===== config.mk =====
export PLATFORM = sky130hd
export DESIGN_NAME = multi_pattern_occurrence_counter
export DESIGN_NICKNAME = d
export VERILOG_FILES = /design/src/hdl/mpoc_pkg.sv /design/src/hdl/mpoc_window.sv /design/src/hdl/mpoc_match.sv /design/src/hdl/mpoc_totals.sv /design/src/hdl/multi_pattern_occurrence_counter.sv
export SDC_FILE = /design/constraint.sdc
export NUM_CORES = 2
export LEC_CHECK = 0
export ABC_AREA = 1
export BUFFER_PORTS_ARGS = -buffer_cell sky130_fd_sc_hd__buf_2
export CORE_ASPECT_RATIO = 0.6
export CORE_MARGIN = 5
export CORE_UTILIZATION = 38
export CTS_BUF_LIST = sky130_fd_sc_hd__clkbuf_8
export CTS_CLUSTER_SIZE = 8
export DETAILED_ROUTE_END_ITERATION = 12
export SKIP_CTS_REPAIR_TIMING = 1
export SLEW_MARGIN = 20
export SYNTH_ARGS = -nofsm -noshare
export SYNTH_HDL_FRONTEND = slang
export SYNTH_HIERARCHICAL = 1
export SYNTH_SLANG_ARGS = --single-unit

===== constraint.sdc =====
create_clock -name clk -period 20 [get_ports clk]
set_clock_uncertainty 0.15 [all_clocks]
set_input_delay 4 -clock clk [delete_from_list [all_inputs] [get_ports clk]]
set_output_delay 4 -clock clk [all_outputs]
set_load 0.05 [all_outputs]

===== src/hdl/mpoc_pkg.sv =====
package mpoc_pkg;

  localparam int SLOT_COUNT          = 4;
  localparam int SLOT_W              = 2;
  localparam int DEF_PATTERN_COUNT   = 4;
  localparam int DEF_MAX_PATTERN_LEN = 8;
  localparam int DEF_TOTAL_WIDTH     = 32;

  localparam int BYTE_W      = 8;
  localparam int PATTERN_W   = 64;
  localparam int LEN_W       = 4;
  localparam int OUT_TOTAL_W = 32;
  localparam int CFG_INDEX_W = 3;
  localparam int CFG_DATA_W  = 64;

  localparam int IN_TDATA_W  = 8;
  localparam int OUT_USED_W  = SLOT_COUNT + SLOT_COUNT * OUT_TOTAL_W;
  localparam int OUT_TDATA_W = ((OUT_USED_W + 7) / 8) * 8;
  localparam int OUT_PAD_W   = OUT_TDATA_W - OUT_USED_W;

  typedef enum logic [CFG_INDEX_W-1:0] {
    REG_PAT_A = 3'd0,
    REG_PAT_B = 3'd1,
    REG_PAT_C = 3'd2,
    REG_PAT_D = 3'd3,
    REG_LEN_A = 3'd4,
    REG_LEN_B = 3'd5,
    REG_LEN_C = 3'd6,
    REG_LEN_D = 3'd7
  } cfg_reg_t;

  // per-word control from the pipeline to the text state
  typedef struct packed {
    logic step;  // word leaves the input register this cycle
    logic last;  // that word ends the text
  } step_ctl_t;

endpackage


===== src/hdl/mpoc_window.sv =====
module mpoc_window #(
  parameter int MAX_PATTERN_LEN = mpoc_pkg::DEF_MAX_PATTERN_LEN,
  localparam int FILL_W = (MAX_PATTERN_LEN > 1) ? $clog2(MAX_PATTERN_LEN) : 1
) (
  input  logic                                        clk,
  input  logic                                        rst,
  input  mpoc_pkg::step_ctl_t                         ctl,
  input  logic [mpoc_pkg::BYTE_W-1:0]                 cur_byte,
  output logic [MAX_PATTERN_LEN-1:0][mpoc_pkg::BYTE_W-1:0] window,
  output logic [FILL_W-1:0]                           fill
);
  import mpoc_pkg::*;

  localparam int HIST_D = (MAX_PATTERN_LEN > 1) ? MAX_PATTERN_LEN - 1 : 1;

  logic [HIST_D-1:0][BYTE_W-1:0] recent;
  logic [HIST_D-1:0][BYTE_W-1:0] recent_next;

  // history bytes beyond fill never count toward a hit, so they need no clear
  always_comb begin
    recent_next[0] = cur_byte;
    for (int k = 1; k < HIST_D; k++) begin
      recent_next[k] = recent[k-1];
    end
  end

  always_comb begin
    window[0] = cur_byte;
    for (int k = 1; k < MAX_PATTERN_LEN; k++) begin
      window[k] = recent[k-1];
    end
  end

  always_ff @(posedge clk) begin
    if (ctl.step) begin
      recent <= recent_next;
    end
  end

  always_ff @(posedge clk) begin
    if (rst) begin
      fill <= '0;
    end else if (ctl.step) begin
      if (ctl.last) begin
        fill <= '0;
      end else if (fill < FILL_W'(MAX_PATTERN_LEN - 1)) begin
        fill <= fill + FILL_W'(1);
      end
    end
  end

endmodule


===== src/hdl/mpoc_match.sv =====
module mpoc_match #(
  parameter int MAX_PATTERN_LEN = mpoc_pkg::DEF_MAX_PATTERN_LEN,
  localparam int FILL_W = (MAX_PATTERN_LEN > 1) ? $clog2(MAX_PATTERN_LEN) : 1
) (
  input  logic [MAX_PATTERN_LEN-1:0][mpoc_pkg::BYTE_W-1:0] window,
  input  logic [FILL_W-1:0]                           fill,
  input  logic [mpoc_pkg::PATTERN_W-1:0]              pattern,
  input  logic [mpoc_pkg::LEN_W-1:0]                  len,
  output logic                                        hit
);
  import mpoc_pkg::*;

  // one comparator set per possible length, the configured length picks one
  always_comb begin
    logic ok;
    hit = 1'b0;
    for (int l = 1; l <= MAX_PATTERN_LEN; l++) begin
      ok = 1'b1;
      for (int i = 0; i < l; i++) begin
        if (window[l-1-i] != pattern[BYTE_W*i +: BYTE_W]) begin
          ok = 1'b0;
        end
      end
      if (ok && len == LEN_W'(l) && fill >= FILL_W'(l - 1)) begin
        hit = 1'b1;
      end
    end
  end

endmodule


===== src/hdl/mpoc_totals.sv =====
module mpoc_totals #(
  parameter int PATTERN_COUNT = mpoc_pkg::DEF_PATTERN_COUNT,
  parameter int TOTAL_WIDTH   = mpoc_pkg::DEF_TOTAL_WIDTH
) (
  input  logic                                    clk,
  input  logic                                    rst,
  input  mpoc_pkg::step_ctl_t                     ctl,
  input  logic [PATTERN_COUNT-1:0]                hit,
  output logic [PATTERN_COUNT-1:0][TOTAL_WIDTH-1:0] total_next
);
  import mpoc_pkg::*;

  logic [PATTERN_COUNT-1:0][TOTAL_WIDTH-1:0] totals;

  // saturating increment
  always_comb begin
    for (int p = 0; p < PATTERN_COUNT; p++) begin
      if (hit[p] && totals[p] != '1) begin
        total_next[p] = totals[p] + TOTAL_WIDTH'(1);
      end else begin
        total_next[p] = totals[p];
      end
    end
  end

  always_ff @(posedge clk) begin
    if (rst) begin
      totals <= '0;
    end else if (ctl.step) begin
      if (ctl.last) begin
        totals <= '0;
      end else begin
        totals <= total_next;
      end
    end
  end

endmodule


===== src/hdl/multi_pattern_occurrence_counter.sv =====
// Counts every occurrence, overlaps included, of up to four patterns of up
// to eight bytes in a text that streams in one byte per word. Registers 0..3
// hold the pattern bytes (first character in the low byte), registers 4..7
// the lengths in the low four bits; length zero or above the maximum
// disables a pattern. Each input word (tdata = text byte, tlast = last byte
// of the text) gives one output word with a hit flag and a saturating running
// total per pattern; tlast on the output marks the word whose totals are final
// for the text, after which window and totals start over. Throughput is one
// word per clock while the output side takes results; each word passes the input
// register, then the result register, and the only stall is back-pressure from
// the output side. Write configuration only while no word is in flight.
module multi_pattern_occurrence_counter #(
  parameter int PATTERN_COUNT   = mpoc_pkg::DEF_PATTERN_COUNT,
  parameter int MAX_PATTERN_LEN = mpoc_pkg::DEF_MAX_PATTERN_LEN,
  parameter int TOTAL_WIDTH     = mpoc_pkg::DEF_TOTAL_WIDTH
) (
  input  logic                               clk,
  input  logic                               rst,
  // text in
  input  logic                               s_axis_tvalid,
  output logic                               s_axis_tready,
  input  logic [mpoc_pkg::IN_TDATA_W-1:0]    s_axis_tdata,   // [7:0] text_byte
  input  logic                               s_axis_tlast,   // end_of_text
  // results out
  output logic                               m_axis_tvalid,
  input  logic                               m_axis_tready,
  // [0] hit_a, [1] hit_b, [2] hit_c, [3] hit_d, [35:4] total_a,
  // [67:36] total_b, [99:68] total_c, [131:100] total_d, [135:132] zero
  output logic [mpoc_pkg::OUT_TDATA_W-1:0]   m_axis_tdata,
  output logic                               m_axis_tlast,   // text_done
  // configuration writes
  input  logic                               cfg_we,
  input  logic [mpoc_pkg::CFG_INDEX_W-1:0]   cfg_index,
  input  logic [mpoc_pkg::CFG_DATA_W-1:0]    cfg_data
);
  import mpoc_pkg::*;

  localparam int FILL_W = (MAX_PATTERN_LEN > 1) ? $clog2(MAX_PATTERN_LEN) : 1;

  // pattern registers, one per implemented slot
  logic [PATTERN_COUNT-1:0][PATTERN_W-1:0] pat_bytes;
  logic [PATTERN_COUNT-1:0][LEN_W-1:0]     pat_len;
  logic                                    bytes_we;
  logic                                    len_we;
  logic [SLOT_W-1:0]                       cfg_slot;

  // input register
  logic              in_valid;
  logic [BYTE_W-1:0] in_byte;
  logic              in_last;

  // result register
  logic                                    out_valid;
  logic [SLOT_COUNT-1:0]                   out_hit;
  logic [SLOT_COUNT-1:0][OUT_TOTAL_W-1:0]  out_total;
  logic                                    out_last;

  // datapath between the two registers
  logic                                        advance;
  step_ctl_t                                   ctl;
  logic [MAX_PATTERN_LEN-1:0][BYTE_W-1:0]      window;
  logic [FILL_W-1:0]                           fill;
  logic [PATTERN_COUNT-1:0]                    hit;
  logic [PATTERN_COUNT-1:0][TOTAL_WIDTH-1:0]   total_next;
  logic [SLOT_COUNT-1:0]                       slot_hit;
  logic [SLOT_COUNT-1:0][OUT_TOTAL_W-1:0]      slot_total;

  // ---- configuration decode
  assign cfg_slot = cfg_index[SLOT_W-1:0];

  always_comb begin
    bytes_we = 1'b0;
    len_we   = 1'b0;
    case (cfg_reg_t'(cfg_index))
      REG_PAT_A, REG_PAT_B, REG_PAT_C, REG_PAT_D: bytes_we = cfg_we;
      REG_LEN_A, REG_LEN_B, REG_LEN_C, REG_LEN_D: len_we   = cfg_we;
      default: begin
        bytes_we = 1'b0;
        len_we   = 1'b0;
      end
    endcase
  end

  // writes to slots beyond PATTERN_COUNT fall on no register
  always_ff @(posedge clk) begin
    if (rst) begin
      pat_bytes <= '0;
      pat_len   <= '0;
    end else begin
      for (int p = 0; p < PATTERN_COUNT; p++) begin
        if (bytes_we && cfg_slot == SLOT_W'(p)) begin
          pat_bytes[p] <= cfg_data;
        end
        if (len_we && cfg_slot == SLOT_W'(p)) begin
          pat_len[p] <= cfg_data[LEN_W-1:0];
        end
      end
    end
  end

  // ---- handshake: the result register moves whenever it is empty or taken
  assign advance       = !out_valid || m_axis_tready;
  assign s_axis_tready = !in_valid || advance;
  assign ctl.step      = in_valid && advance;
  assign ctl.last      = in_last;

  always_ff @(posedge clk) begin
    if (rst) begin
      in_valid <= 1'b0;
    end else if (s_axis_tready) begin
      in_valid <= s_axis_tvalid;
    end
  end

  always_ff @(posedge clk) begin
    if (s_axis_tvalid && s_axis_tready) begin
      in_byte <= s_axis_tdata[BYTE_W-1:0];
      in_last <= s_axis_tlast;
    end
  end

  // ---- window of recent bytes and how much of it belongs to this text
  mpoc_window #(
    .MAX_PATTERN_LEN(MAX_PATTERN_LEN)
  ) u_window (
    .clk     (clk),
    .rst     (rst),
    .ctl     (ctl),
    .cur_byte(in_byte),
    .window  (window),
    .fill    (fill)
  );

  // ---- one comparator bank per pattern, all in parallel
  for (genvar p = 0; p < PATTERN_COUNT; p++) begin : g_match
    mpoc_match #(
      .MAX_PATTERN_LEN(MAX_PATTERN_LEN)
    ) u_match (
      .window (window),
      .fill   (fill),
      .pattern(pat_bytes[p]),
      .len    (pat_len[p]),
      .hit    (hit[p])
    );
  end

  // ---- running totals, cleared after the last byte of a text
  mpoc_totals #(
    .PATTERN_COUNT(PATTERN_COUNT),
    .TOTAL_WIDTH  (TOTAL_WIDTH)
  ) u_totals (
    .clk       (clk),
    .rst       (rst),
    .ctl       (ctl),
    .hit       (hit),
    .total_next(total_next)
  );

  // unused slots report zero; totals show their low 32 bits
  for (genvar s = 0; s < SLOT_COUNT; s++) begin : g_slot
    if (s < PATTERN_COUNT) begin : g_used
      assign slot_hit[s]   = hit[s];
      assign slot_total[s] = OUT_TOTAL_W'(total_next[s]);
    end else begin : g_unused
      assign slot_hit[s]   = 1'b0;
      assign slot_total[s] = '0;
    end
  end

  // ---- result register
  always_ff @(posedge clk) begin
    if (rst) begin
      out_valid <= 1'b0;
    end else if (advance) begin
      out_valid <= in_valid;
    end
  end

  always_ff @(posedge clk) begin
    if (ctl.step) begin
      out_hit   <= slot_hit;
      out_total <= slot_total;
      out_last  <= in_last;
    end
  end

  assign m_axis_tvalid = out_valid;
  assign m_axis_tdata  = {OUT_PAD_W'(0), out_total, out_hit};
  assign m_axis_tlast  = out_last;

endmodule


# Word-level counts from Yosys, hierarchy flattened
# Cells that the tools add are included.
[word_totals]
register_bits = 603
elab_cells = 507
output_inout_bits = 139
input_bits = 81
[classes]
n_addsub = 5
magnitude_cmp = 9
n_mux = 185
reduce_logical = 88
n_eq_ne = 190
[op_table]
columns = ["operator", "n"]
rows = [
  ["8-bit inequality test", 144],
  ["1-bit 2-to-1 mux", 178],
  ["32-bit by 1-bit adder with 32-bit output (second input constant)", 4],
  ["128-bit 2-to-1 mux", 1],
  ["32-bit 2-to-1 mux", 4],
  ["32-bit inequality test (second input constant)", 4],
  ["1-bit logical AND", 78],
  ["4-bit by 3-bit == test with 1-bit output (second input constant)", 16],
  ["4-bit by 2-bit == test with 1-bit output (second input constant)", 8],
  ["4-bit by 1-bit == test with 1-bit output (second input constant)", 4],
  ["4-bit == test (second input constant)", 4],
  ["3-bit == test (second input constant)", 4],
  ["3-bit >= comparator (second input constant)", 4],
  ["4-bit OR reduction", 2],
  ["3-bit by 2-bit == test with 1-bit output (second input constant)", 2],
  ["3-bit by 1-bit >= comparator with 1-bit output (second input constant)", 2],
  ["3-bit by 2-bit >= comparator with 1-bit output (second input constant)", 2],
  ["3-bit 2-to-1 mux", 2],
  ["2-bit == test (second input constant)", 2],
  ["3-bit by 1-bit adder with 3-bit output (second input constant)", 1],
  ["3-bit by 1-bit == test with 1-bit output (second input constant)", 1],
  ["3-bit zero test", 1],
  ["3-bit less-than comparator (second input constant)", 1],
  ["2-bit by 1-bit == test with 1-bit output (second input constant)", 1],
  ["other kinds (5)", 7],
]

# Depth between registers and ports, before layout
[logic_depth]
ltp_word = 15
mapped_depth = 24
ltp_nobuf = 21

# Modules after synthesis
# Netlist, hierarchy kept.
[by_module_without_submodules]
columns = ["mod", "cells_per_inst", "area_each_um2", "seq_area_each_um2", "instances"]
rows = [
  ["mpoc_match", 993, 4501.8, 0.0, 4],
  ["multi_pattern_occurrence_counter", 1724, 15363.5, 9749.4, 1],
  ["mpoc_totals", 1690, 9820.7, 2562.5, 1],
  ["mpoc_window", 95, 1926.8, 1741.7, 1],
]

# Worst setup path after synthesis
# No wires, ideal clock.
[synth_timing]
path_type = "input-to-reg"
from = "in m_axis_tready"
to = "reg u_totals/totals[74] (netlist name)"
required_ps = 19777
arrival_time_ps = 15142
cell_stages = 8
path_slack_ps = 4635
setup_ps = 73
n_path_buf = 2
path_cell_list = "inv_1 -> a21oi_1 -> inv_1 -> nor2_1 -> clkbuf_1 -> buf_1 -> nand3_1 -> a21oi_1"
[synth_rtl]
columns = ["item", "line", "text"]
rows = [
  ["start: declaration", "multi_pattern_occurrence_counter.sv:26", "input logic m_axis_tready,"],
  ["end signal: assignment", "mpoc_totals.sv:33", "totals <= total_next;"],
  ["end: declaration", "mpoc_totals.sv:13", "logic [PATTERN_COUNT-1:0][TOTAL_WIDTH-1:0] totals;"],
]

# Worst setup path after layout
[layout_timing]
from = "in m_axis_tready"
to = "out s_axis_tready"
[layout_via]
elab_chain_cells = 2
[layout_lines]
columns = ["item", "line", "text"]
rows = [
  ["1-bit logical OR", "multi_pattern_occurrence_counter.sv:102", "assign advance = !out_valid || m_axis_tready;"],
  ["1-bit logical OR", "multi_pattern_occurrence_counter.sv:103", "assign s_axis_tready = !in_valid || advance;"],
  ["end: declaration", "multi_pattern_occurrence_counter.sv:21", "output logic s_axis_tready,"],
]
# No other way between the ends.

==> metrics.yaml <==
drt:
  dr_total_vias: 53100
  detail_route.first_pass.iterations: 8
  ant_nets: 0
  dr.first_iter.drc_count: 8924
  drt-vias-per-instance: 5.751
  detail_route.wirelength_mm: 273.3
  average_wire_per_standard_cell_um: 29.60
  detail_route.drc_violations: 0
critical_path:
  rr_worst_depth: 19
  critical_path.endpoint_type: "primary output"
  rr_startpoint: "u_window/window[9]"
  setup.worst_path.start: "m_axis_tready"
  crit-reg2reg-capture: "m_axis_tdata[22]"
  critPathKind: "input pin to primary output"
  worstPathArrival_ns: 4.60
  timing.critical_path.fanout_max: 3
  critical_path.endpoint: "s_axis_tready"
  timing.reg2reg.setup_slack_ns: 13.99
  critPathRequiredTime_ns: 15.85
  timing.critical_path.from_type: "input pin"
power:
  leak_nw: 20.92
  combPwrFrac: 0.190
  total_switching_power_mw: 1.105
  vdd_ir_drop_max_uv: 55.64
  power.density_cell_area_nw_per_um2: 63.73
  intPower_mw: 2.022
  power_frac_clock: 0.373
  netSwitchingFraction: 0.3534
  seq_power_share: 0.437
timing:
  final_hold_viol_count: 0
  tightest_pin_transition_ns: 1.151
  timing.slew.headroom: 0.2329
  setup_tns_ns: 0
  slew_viol_final: 0
  setup_violating_endpoint_count_in_the_final_report: 0
  rsz0062_at_grt: "false"
  timing.hold.ws_ns: 0.3495
  maxClockFrequency_mhz: 114.3
  setup_ws_ns: 11.25
  min_period_over_period: 0.4373
  post_layout_minimum_cycle_time_ns: 8.746
clocking:
  cts.path.max_buffers: 3
  htree_num_levels: 3
  path_clk_slew_ns: 0.06
  numCtsBuffers: 99
  clk_latency_ns: 0.85
  cts.root.buffer_cell: "clkbuf_8"
  cts_num_sinks: 603
  tritoncts_clock_tree: "yes"
placed_design:
  place_worst_setup_slack_ns: 11.25
  port_buffers: 215
  placement.cell_area_sq_um: 47060
  dp_hpwl_mm: 191.2
  gp_congestion: 1.055
cells_and_area:
  proportion_of_layout_cells_with_a_drive_suffix_above_1: 0.08200
  area_growth_pct: 8.749
  layout.filler_cells: 12990
  layout.cell_area.non_filler_sq_um: 49070
  final_net_count: 7652
grt:
  grt_first_pass_wirelength_mm: 371.8
  grt_max_degree: 227
  grt.total_usage: 0.4157
  first_global_vias: 46720
  antenna_violations_before_repair: 17
  grt-ovfl-total: 0
floorplan:
  dieHeight_um: 276.9
  die_area_sq_um: 125900
  floorplan.initialDensity: 0.3848
  site_rows: 97
  io-pin-count: 220
  design.core.area_sq_um: 117200
  die_width_um: 454.8
yosys:
  syn-instance-count: 7481
  postSynthRegisterBits: 603
  synth.cell_area_sq_um: 45120
  synth_area_per_cell_sq_um: 6.031
  ys_seq_area_frac: 0.3115
  synth.yosys.warnings: 6
  synth.distinct_cells: 42
outcome:
  status: "finished clean"
min_path:
  worst_hold_path_type: "register to register"
job:
  cap_violations: 0
[synthesized netlist by cell type (all sizes together)]
cell | n | share of area
ha | 5 | 0.0014
inv | 747 | 0.062
nand3 | 537 | 0.060
o221ai | 4 | 0.00078
and2 | 66 | 0.0092
o22ai | 76 | 0.011
nand3b | 25 | 0.0046
nor3 | 36 | 0.0041
xor2 | 45 | 0.0087
nand4 | 202 | 0.028
xnor2 | 275 | 0.053
o21a | 1 | 0.00017
o2111ai | 4 | 0.00078
o21ai | 291 | 0.033
nand2 | 2733 | 0.23
clkbuf | 55 | 0.0048
a21oi | 212 | 0.024
o211ai | 10 | 0.0017
dfxtp | 405 | 0.18
nand2b | 1 | 0.00014
buf | 317 | 0.044
nor2 | 1235 | 0.11
edfxtp | 198 | 0.13
conb | 1 | 0.000083
[worst min-delay path by stage]
stage | start | to | slack [ns] | cells past startpoint
floorplan | in_byte[2] | u_window/window[10] | 0.28 | 0
global placement | pat_bytes[64] | pat_bytes[64] | 0.32 | 2
detailed placement | pat_bytes[64] | pat_bytes[64] | 0.34 | 2
CTS | pat_bytes[64] | pat_bytes[64] | 0.35 | 2
global route | pat_bytes[126] | pat_bytes[126] | 0.37 | 2
finish | pat_bytes[255] | pat_bytes[255] | 0.35 | 2
[power by group through the flow]
stage / combinational, mW / clock [mW] / sequential, mW
2_1_floorplan: 0.317 / 0 / 1.39
4_1_cts: 0.562 / 1.18 / 1.36
3_5_place_dp: 0.560 / 0 / 1.38
3_3_place_gp: 0.561 / 0 / 1.39
6_report: 0.595 / 1.17 / 1.37
5_1_grt: 0.613 / 1.24 / 1.36
[cell type report]
type,count,area (sq um),share of cell area
Timing Repair Buffer,353,2140,0.04361
Antenna cell,3,7.507,0.0001530
Inverter,747,2814,0.05735
Clock inverter,75,540.5,0.01102
Sequential cell,603,14050,0.2864
Multi-Input combinational cell,5762,26070,0.5313
Tap cell,1584,1982,0.04039
Clock buffer,106,1459,0.02973
[registers in the layout (all words and copies together) (netlist names)]
register,count
in_byte,8
in_last,1
in_valid,1
m_axis_tdata,128
m_axis_tlast,1
m_axis_tvalid,1
out_hit,4
pat_bytes,256
pat_len,16
u_totals/totals,128
u_window/fill,3
u_window/window,56
[critical path, cell delays in order]
cell and delay [ns]:
buf_2 0.10, inv_1 0.12, nand3_1 0.14, buf_2 0.24
[metrics by stage]
step,util,power [mW],std cells
global placement,0.4014,1.946,9049
global route,0.4185,3.214,9232
CTS,0.4184,3.097,9230
finish,0.4185,3.127,9233
floorplan,-,1.702,7484
detailed placement,0.4014,1.945,9049
[per-layer routing]
metal / GRT usage / up-vias / wire length [um]
li1: - / 23600 / -
met1: 0.6111 / 25020 / 118300
met2: 0.5303 / 3863 / 100100
met3: 0.1664 / 598 / 42210
met4: 0.1600 / 16 / 12580
met5: 0 / - / 113
[cells by family (layout without fill, tap and decap cells)]
family	after synthesis	in the layout	share of synthesized area
compound gates	598	598	0.07088
xor+xnor	320	320	0.06212
fa+ha+maj	5	5	0.001387
buf+inv	1119	1281	0.1114
flops	603	603	0.3115
other cells	1	7	0.00008311
simple gates	4835	4835	0.4427
[cell usage in the layout (no fill, tap or decap), drive strengths merged, types with 198 or more instances in the layout]
| cell type | netlist | routed |
|---|---|---|
| nand2 | 2733 | 2733 |
| nor2 | 1235 | 1235 |
| inv | 747 | 797 |
| nand3 | 537 | 537 |
| dfxtp | 405 | 405 |
| buf | 317 | 353 |
| o21ai | 291 | 291 |
| xnor2 | 275 | 275 |
| a21oi | 212 | 212 |
| nand4 | 202 | 202 |
| edfxtp | 198 | 198 |
Note: power is estimated with default switching activity, not from simulation.
